`src/nmeafe_pkg.sv`:
```
`default_nettype none
package nmeafe_pkg;

   // Result type codes
   typedef enum logic [1:0] {
      TYPE_NONE = 2'd0,
      TYPE_GLL  = 2'd1,
      TYPE_GSV  = 2'd2,
      TYPE_RMC  = 2'd3
   } sentence_code_type;

   // Bit positions in the type-seen flags
   localparam int unsigned FLAG_GLL = 0;
   localparam int unsigned FLAG_GSV = 1;
   localparam int unsigned FLAG_RMC = 2;

   // Characters and substrings watched for
   localparam logic [7:0]  CHAR_COMMA = 8'h2C;
   localparam logic [7:0]  CHAR_ZERO  = 8'h30;
   localparam logic [7:0]  CHAR_NINE  = 8'h39;
   localparam logic [23:0] CODE_GLL   = 24'h474C4C;
   localparam logic [23:0] CODE_GSV   = 24'h475356;
   localparam logic [23:0] CODE_RMC   = 24'h524D43;

   // Text capture limits
   localparam int unsigned TEXT_CHARS    = 8;
   localparam int unsigned TIME_CHARS    = 6;
   localparam int unsigned GLL_LAT_CHARS = 7;
   localparam logic [2:0]  LAST_FIELD    = 3'd7;
   localparam logic [3:0]  LAST_POS      = 4'd15;
   localparam logic [7:0]  NUMBER_MAX    = 8'd255;

   // Per-sentence capture state
   typedef struct packed {
      logic [2:0]  field_index;
      logic [3:0]  char_in_field;
      logic [23:0] recent_chars;
      logic [2:0]  type_seen_flags;
      logic [63:0] field_one_text;
      logic [7:0]  field_two_char;
      logic [63:0] field_three_text;
      logic [7:0]  field_three_number;
      logic        digit_run_over;
      logic [7:0]  field_four_char;
      logic [63:0] field_five_text;
      logic [7:0]  field_six_char;
   } sentence_state_type;

   // One result transaction
   typedef struct packed {
      sentence_code_type sentence_type;
      logic [47:0]       fix_time_text;
      logic [7:0]        fix_status_char;
      logic [63:0]       latitude_text;
      logic [7:0]        latitude_hemisphere;
      logic [63:0]       longitude_text;
      logic [7:0]        longitude_hemisphere;
      logic [7:0]        satellites_in_view;
   } result_type;

endpackage
`default_nettype wire

```
`src/nmeafe_result_format.sv`:
```
`default_nettype none
module nmeafe_result_format (
   input  nmeafe_pkg::sentence_state_type state,
   output nmeafe_pkg::result_type         result
);
   import nmeafe_pkg::*;

   localparam int unsigned TIME_DROP = 8 * (TEXT_CHARS - TIME_CHARS);
   localparam int unsigned LAT_DROP  = 8 * (TEXT_CHARS - GLL_LAT_CHARS);

   // Pick the fields by type, GLL first, then GSV, then RMC
   always_comb begin
      result = '0;
      result.sentence_type = TYPE_NONE;
      if (state.type_seen_flags[FLAG_GLL]) begin
         result.sentence_type        = TYPE_GLL;
         result.latitude_text        = {state.field_one_text[63:LAT_DROP], LAT_DROP'(0)};
         result.latitude_hemisphere  = state.field_two_char;
         result.longitude_text       = state.field_three_text;
         result.longitude_hemisphere = state.field_four_char;
      end else if (state.type_seen_flags[FLAG_GSV]) begin
         result.sentence_type      = TYPE_GSV;
         result.satellites_in_view = state.field_three_number;
      end else if (state.type_seen_flags[FLAG_RMC]) begin
         result.sentence_type        = TYPE_RMC;
         result.fix_time_text        = state.field_one_text[63:TIME_DROP];
         result.fix_status_char      = state.field_two_char;
         result.latitude_text        = state.field_three_text;
         result.latitude_hemisphere  = state.field_four_char;
         result.longitude_text       = state.field_five_text;
         result.longitude_hemisphere = state.field_six_char;
      end
   end

endmodule
`default_nettype wire

```
`src/nmea_sentence_field_extractor_core.sv`:
```
// The result of a sentence is registered and appears in the cycle after its last character is accepted.
// Throughput: one character per cycle while req_stall is low; the field counter and byte capture update together.
// req_stall is high only while a finished result is held and rsp_stall is high.
// Reset (synchronous, active high) clears the sentence state and the result valid.
`default_nettype none
module nmea_sentence_field_extractor_core (
   input  wire logic        clock,
   input  wire logic        reset,
   input  wire logic        req_valid,
   output logic             req_stall,
   input  wire logic [7:0]  req_char_code,
   input  wire logic        req_end_of_sentence,
   output logic             rsp_valid,
   input  wire logic        rsp_stall,
   output logic [1:0]       rsp_sentence_type,
   output logic [47:0]      rsp_fix_time_text,
   output logic [7:0]       rsp_fix_status_char,
   output logic [63:0]      rsp_latitude_text,
   output logic [7:0]       rsp_latitude_hemisphere,
   output logic [63:0]      rsp_longitude_text,
   output logic [7:0]       rsp_longitude_hemisphere,
   output logic [7:0]       rsp_satellites_in_view
);
   import nmeafe_pkg::*;

   sentence_state_type sent_ff, sent_in, taken;
   result_type         result, rsp_ff, rsp_in;
   logic               rsp_valid_ff, rsp_valid_in;
   logic               accept;
   logic [11:0]        number_sum;

   assign req_stall = rsp_valid_ff & rsp_stall;
   assign accept    = req_valid & ~req_stall;

   // Take one character into the sentence state
   always_comb begin
      taken = sent_ff;
      number_sum = 12'(sent_ff.field_three_number) * 12'd10 + 12'(req_char_code[3:0]);
      taken.recent_chars = {sent_ff.recent_chars[15:0], req_char_code};
      if (taken.recent_chars == CODE_GLL) taken.type_seen_flags[FLAG_GLL] = 1'b1;
      if (taken.recent_chars == CODE_GSV) taken.type_seen_flags[FLAG_GSV] = 1'b1;
      if (taken.recent_chars == CODE_RMC) taken.type_seen_flags[FLAG_RMC] = 1'b1;
      if (req_char_code == CHAR_COMMA) begin
         if (sent_ff.field_index != LAST_FIELD) taken.field_index = sent_ff.field_index + 3'd1;
         taken.char_in_field = '0;
      end else begin
         case (sent_ff.field_index)
            3'd1: begin
               for (int i = 0; i < TEXT_CHARS; i++) begin
                  if (!sent_ff.char_in_field[3] && sent_ff.char_in_field[2:0] == 3'(7 - i))
                     taken.field_one_text[i*8 +: 8] = sent_ff.field_one_text[i*8 +: 8]
                                                      | req_char_code;
               end
            end
            3'd2: begin
               if (sent_ff.char_in_field == 4'd0) taken.field_two_char = req_char_code;
            end
            3'd3: begin
               for (int i = 0; i < TEXT_CHARS; i++) begin
                  if (!sent_ff.char_in_field[3] && sent_ff.char_in_field[2:0] == 3'(7 - i))
                     taken.field_three_text[i*8 +: 8] = sent_ff.field_three_text[i*8 +: 8]
                                                        | req_char_code;
               end
               if (!sent_ff.digit_run_over) begin
                  if (req_char_code inside {[CHAR_ZERO:CHAR_NINE]}) begin
                     taken.field_three_number = (number_sum > 12'(NUMBER_MAX)) ?
                                                NUMBER_MAX : number_sum[7:0];
                  end else begin
                     taken.digit_run_over = 1'b1;
                  end
               end
            end
            3'd4: begin
               if (sent_ff.char_in_field == 4'd0) taken.field_four_char = req_char_code;
            end
            3'd5: begin
               for (int i = 0; i < TEXT_CHARS; i++) begin
                  if (!sent_ff.char_in_field[3] && sent_ff.char_in_field[2:0] == 3'(7 - i))
                     taken.field_five_text[i*8 +: 8] = sent_ff.field_five_text[i*8 +: 8]
                                                       | req_char_code;
               end
            end
            3'd6: begin
               if (sent_ff.char_in_field == 4'd0) taken.field_six_char = req_char_code;
            end
            default: begin
            end
         endcase
         if (sent_ff.char_in_field != LAST_POS)
            taken.char_in_field = sent_ff.char_in_field + 4'd1;
      end
   end

   nmeafe_result_format u_format (
      .state  (taken),
      .result (result)
   );

   // Next state: clear after the last character, hold when nothing is accepted
   always_comb begin
      sent_in      = sent_ff;
      rsp_in       = rsp_ff;
      rsp_valid_in = rsp_valid_ff & rsp_stall;
      if (accept) begin
         if (req_end_of_sentence) begin
            sent_in      = '0;
            rsp_in       = result;
            rsp_valid_in = 1'b1;
         end else begin
            sent_in = taken;
         end
      end
   end

   always_ff @(posedge clock) begin
      if (reset) begin
         sent_ff      <= '0;
         rsp_valid_ff <= 1'b0;
      end else begin
         sent_ff      <= sent_in;
         rsp_valid_ff <= rsp_valid_in;
      end
      rsp_ff <= rsp_in;
   end

   assign rsp_valid                = rsp_valid_ff;
   assign rsp_sentence_type        = rsp_ff.sentence_type;
   assign rsp_fix_time_text        = rsp_ff.fix_time_text;
   assign rsp_fix_status_char      = rsp_ff.fix_status_char;
   assign rsp_latitude_text        = rsp_ff.latitude_text;
   assign rsp_latitude_hemisphere  = rsp_ff.latitude_hemisphere;
   assign rsp_longitude_text       = rsp_ff.longitude_text;
   assign rsp_longitude_hemisphere = rsp_ff.longitude_hemisphere;
   assign rsp_satellites_in_view   = rsp_ff.satellites_in_view;

endmodule
`default_nettype wire

```
`config.mk`:
```
export PLATFORM = sky130hd
export DESIGN_NAME = nmea_sentence_field_extractor_core
export DESIGN_NICKNAME = d
export VERILOG_FILES = /design/src/nmeafe_pkg.sv /design/src/nmeafe_result_format.sv /design/src/nmea_sentence_field_extractor_core.sv
export SDC_FILE = /design/constraint.sdc
export NUM_CORES = 1
export LEC_CHECK = 0
export ABC_AREA = 1
export BUFFER_PORTS_ARGS = -buffer_cell sky130_fd_sc_hd__buf_4
export CAP_MARGIN = 20
export CORE_AREA = 10 10 210 212
export CTS_CLUSTER_DIAMETER = 100
export DETAILED_ROUTE_END_ITERATION = 10
export DIE_AREA = 0 0 220 222
export GPL_TIMING_DRIVEN = 0
export PLACE_DENSITY = 0.65
export REMOVE_ABC_BUFFERS = 1
export SYNTH_ARGS = -nofsm -noshare
export SYNTH_HDL_FRONTEND = slang
export SYNTH_SLANG_ARGS = --single-unit
```
`constraint.sdc`:
```
create_clock -name clock -period 12.7 [get_ports clock]
set_input_delay 1.27 -clock clock [delete_from_list [all_inputs] [get_ports clock]]
set_output_delay 1.27 -clock clock [all_outputs]
set_load 0.1 [all_outputs]
```
# Yosys cells after proc, flatten, opt, wreduce, memory -nomap -nowiden
# Index checks and enable logic that the tools add are counted.
# totals
reg_bits	462
output_inout_bits	212
word_cells	156
# op_classes
add_sub_neg	3
n_mul	1
magnitude_cmp	3
eq_ne	20
n_mux	52
bitwise_logic	29
n_reduce_logical	25
# op_table
operator	n
$mux W144	2
$mux W259	1
$mux W8	32
$mux W225	1
$mux W202	1
$or A8 B8 Y8	24
$mux W64	2
$mux W73	1
$eq A24 B23 Y1 const B	3
$eq A3 B3 Y1 const B	7
$add A12 B4 Y12	1
$eq A3 B2 Y1 const B	4
$gt A12 B8 Y1 const B	1
$mul A8 B3 Y11 const B	1
$reduce_bool A2 Y1	5
$logic_and A1 B1 Y1	9
$mux W9	1
$eq A8 B6 Y1 const B	1
$ge A8 B6 Y1 const B	1
$le A8 B6 Y1 const B	1
$mux W4	2
$eq A3 B1 Y1 const B	2
$mux W1	6
$mux W3	2
17 further kinds	22

# Logic depth before layout (Yosys ltp)
# logic_depth
depth_word	11
ltp_mapped	17
ltp_nobuf	17

# Modules after synthesis
# From an unflattened synthesis, not the netlist that was laid out.
# hier_totals
cells_unflattened	2631
area_unflattened_um2	21036.4
# modules_own_cells
module	instances	cells_each	area_each_um2	seq_area_each_um2
nmea_sentence_field_extractor_core	1	1880	17972.2	11350.9
nmeafe_result_format	1	751	3064.2	0.0

# Worst setup path after synthesis
# Ideal clock, no wire load.
# synth_timing
path_kind	input to register
startpoint	in rsp_stall
endpoint	reg rsp_ff (netlist bit rsp_fix_status_char[0]), enable pin
setup_time_ps	784
arrival_ps	10310
setup_slack_ps	1606
stages	4
path_buffers	1
cell_sequence	nand2_1 -> nand2_1 -> buf_2 -> nor2_1
# synth_via
elab_chain_cells	4
# synth_lines
item	line_no	source
start: declaration	nmea_sentence_field_extractor_core.sv:14	input wire logic rsp_stall,
$and A1 B1 Y1	nmea_sentence_field_extractor_core.sv:32	assign req_stall = rsp_valid_ff & rsp_stall;
$not A1 Y1	nmea_sentence_field_extractor_core.sv:33	assign accept = req_valid & ~req_stall;
$and A1 B1 Y1	nmea_sentence_field_extractor_core.sv:33	
$reduce_and A2 Y1 (no source line)	-	
end signal: assignment	nmea_sentence_field_extractor_core.sv:123	rsp_ff <= rsp_in;
end: declaration	nmea_sentence_field_extractor_core.sv:27	result_type result, rsp_ff, rsp_in;
# Every way passes these cells.
# A chain may end at the register's enable or synchronous reset.

==> qor.yml <==
pwr:
  p_per_area_nw_per_um2: 145.6
  peakVddDrop_mv: 0.1067
  power.leakage_uw: 0.008121
worst_setup_path:
  end_kind: "flop"
  rrSetupSlack_ps: 9650
  worst_setup_path_start_kind: "input pin"
  crit_end: "rsp_latitude_text[60]"
  r2r-end: "rsp_latitude_text[42]"
  slowest_stage: "nand3_4"
  rr_startpoint: "sent_ff[255]"
  path_buf_inv: 4
  cp.required_ps: 13070
  reg2reg_depth: 5
  crit_type: "in -> reg"
  worst-path-stages: 9
  critPathMaxFanout: 76
  arrival_ps: 3780
  crit_family: "buffers and inverters"
  crit_chain: "buf_4 -> inv_1 -> nor4_2 -> nand4_1 -> nand2_2 -> inv_6 -> nand3_4 -> buf_16 -> o22ai_1"
  crit_start: "req_char_code[6]"
  cp_slowest_stage_delay_ps: 510
cells_and_area:
  drive_gt1_frac: 0.1639
  layout.nets: 2128
  seq_area_um2: 11190
  diodes: 0
  synthToLayoutAreaGrowth_pct: 21.18
  multi_input_area_um2: 6092
  fillers: 3540
  post_layout_nonfiller_instances: 2648
detailed_routing:
  drtIter0Drc: 1253
  ant_nets: 0
  wl_per_cell_um: 19.07
  routed_via_density: 5.502
  firstDrtPassIters: 5
  drc: 0
  via_count: 14568
  wl_mm: 50.51
cts:
  cts_buffers: 46
  post_cts_buffers: 0
  cts_sinks: 454
  cts_hold_buffers: 0
  cts.clk_slew.worst_paths_ps: 60
  clockRootBuffer: "clkbuf_16"
  clk_latency_ps: 590
  cts-resized-gates: 0
  htreeDepth: 2
  clk_path_buf_depth: 3
  cts_tree: "done"
sta:
  finalCriticalPeriod_ps: 3403
  setup_violations: 0
  fin_setup_tns_ps: 0
  fmax_ghz: 0.2939
  worst-slew-pin-transition_ps: 1008
  min_period_over_period: 0.2679
  grt_setup_unrepaired: "no"
  holdWs_ps: 462.2
  maxSlewViolCount: 0
  fin_ws_ps: 9297
  fin_skew_ps: 20.09
  finalHoldViolCount: 0
  relSlewSlack: 0.3236
global_route:
  grt_overflow_total: 0
  grt_pass1_wl_mm: 78.72
  grtUsageTotal: 0.2004
  grt_max_degree: 121
  grt_pass1_vias: 13968
  antenna_found_initial: 0
synthesis:
  synth-edff-count: 210
  synthesis.area_um2: 18220
  ys_seq_area_frac: 0.6143
  postSynthCellCount: 1904
  syn_avg_cell_area_um2: 9.567
  synthDistinctLibCells: 39
  yosysWarnings: 0
  ys.flop_type: "dfxtp_1"
  yosys_register_bits: 454
  synth-async-reset-ratio: 0
hold_path:
  holdCritPathClass: "reg -> reg"
place:
  io_buffers: 224
  place_hpwl_mm: 32.99
  globalplace.congestion: 0.8337
  dp_cells: 2562
  dpl_worst_slack_ps: 8762
floorplanning:
  die_x_um: 220
  initial_core_util: 0.4595
  row_count: 73
  die_area_um2: 48840
  die_y_um: 222
  boundaryPins: 225
  core_um2: 39640
run:
  maxCapViolations: 0
run_status:
  outcome: "complete, no violations"
[placed cells by master (no fill, tap or decap), types with 11 or more instances in the layout]
master     instances
nor2_1           301
dfxtp_1          244
buf_4            224
a21oi_1          223
edfxtp_1         210
nand2_1          198
nor3_1           187
o22ai_1          139
inv_1            114
clkbuf_16         46
ha_1              27
nand3_1           25
o21bai_1          24
o21ai_0           16
clkbuf_1          14
buf_12            14
or2_2             11
[cell families after synthesis]
kind of cell / synth area share
buffers and inverters: 0.05447
XOR/XNOR: 0.001443
AO/OA/AOI/OAI: 0.1319
flip-flops: 0.6143
adder cells (fa/ha/maj): 0.02074
AND/OR/NAND/NOR: 0.1771
[cells in the mapped netlist (2+ instances only)]
cell      count  area share
nor2_1      308       0.063
o21ai_1       9      0.0025
nor2_2        3      0.0010
xnor2_1       2     0.00096
nand4_1       7      0.0024
a211oi_1      5      0.0021
nand3_2       2      0.0011
clkinv_1      2     0.00041
nand2_2       3      0.0010
nand2_1     199       0.041
o21bai_1     24      0.0099
nor3b_1       2     0.00082
clkbuf_1     50       0.010
buf_6         2      0.0012
buf_2        37       0.010
fa_1          2      0.0022
nor3_1      187       0.051
edfxtp_1    210        0.35
dfxtp_1     244        0.27
o22ai_1     139       0.048
nor4_1        5      0.0017
o211ai_1      6      0.0025
or2_2        11      0.0038
buf_1        13      0.0027
nand3_1      25      0.0069
o21ai_0      16      0.0044
ha_1         27       0.019
a21oi_1     223       0.061
buf_4        12      0.0049
inv_1       114       0.023
inv_2         6      0.0012
a31oi_1       2     0.00069
[how the worst min path moves through the flow]
stage / start / slack (ps) / to / cells past startpoint
after floorplan: sent_ff[227] / 430 / sent_ff[227] / 2
after global placement: sent_ff[227] / 440 / sent_ff[227] / 2
after detailed placement: sent_ff[227] / 450 / sent_ff[227] / 2
after CTS: sent_ff[227] / 460 / sent_ff[227] / 2
after global routing: sent_ff[159] / 480 / sent_ff[159] / 2
final: sent_ff[227] / 460 / sent_ff[227] / 2
[per-stage QoR]
| step | utilization | area (um2) | power [uW] |
|---|---|---|---|
| 2_1_floorplan | - | 17680 | 1844 |
| 3_3_place_gp | 0.5051 | 20020 | 1937 |
| 3_5_place_dp | 0.5198 | 20600 | 1933 |
| 6_report | 0.5568 | 22070 | 3214 |
| 4_1_cts | 0.5562 | 22050 | 3238 |
| 5_1_grt | 0.5568 | 22070 | 3314 |
[tightest hold or removal path, delay by kind of cell (launching register included)]
kind | cells | cell delay (ps)
flip-flops | 1 | 290
buffers and inverters | 1 | 60
AO/OA/AOI/OAI | 1 | 60
[cell type report]
cell class | count | area share
inverters | 122 | 0.02120
clock buffers | 62 | 0.05578
multi-input cells | 1214 | 0.2760
flip-flops and latches | 454 | 0.5070
repair buffers | 248 | 0.1008
clock inverters | 23 | 0.009523
well taps | 525 | 0.02976
[sequential cells by signal (all words and copies together) (netlist names), 2 cells and up]
signal and count:
rsp_fix_status_char 8, rsp_fix_time_text 48, rsp_latitude_hemisphere 8, rsp_latitude_text 64, rsp_longitude_hemisphere 8, rsp_longitude_text 64
rsp_satellites_in_view 8, rsp_sentence_type 2, sent_ff 243
[layer usage]
| layer | GRT usage | share of wire | vias up |
|---|---|---|---|
| li1 | - | - | 7002 |
| met4 | 0.05768 | 0.023 | 0 |
| met2 | 0.3215 | 0.48 | 466 |
| met3 | 0.04543 | 0.073 | 81 |
| met1 | 0.2649 | 0.43 | 7019 |
| met5 | 0 | 0 | - |
[where the power goes]
part / leakage (uW) / internal [uW] / total [uW] / switching (uW)
Clock: 0.000709 / 746 / 1310 / 566
Sequential: 0.00400 / 1550 / 1560 / 11.8
Combinational: 0.00341 / 62.9 / 340 / 277
Note: power is estimated with default switching activity, not from simulation.
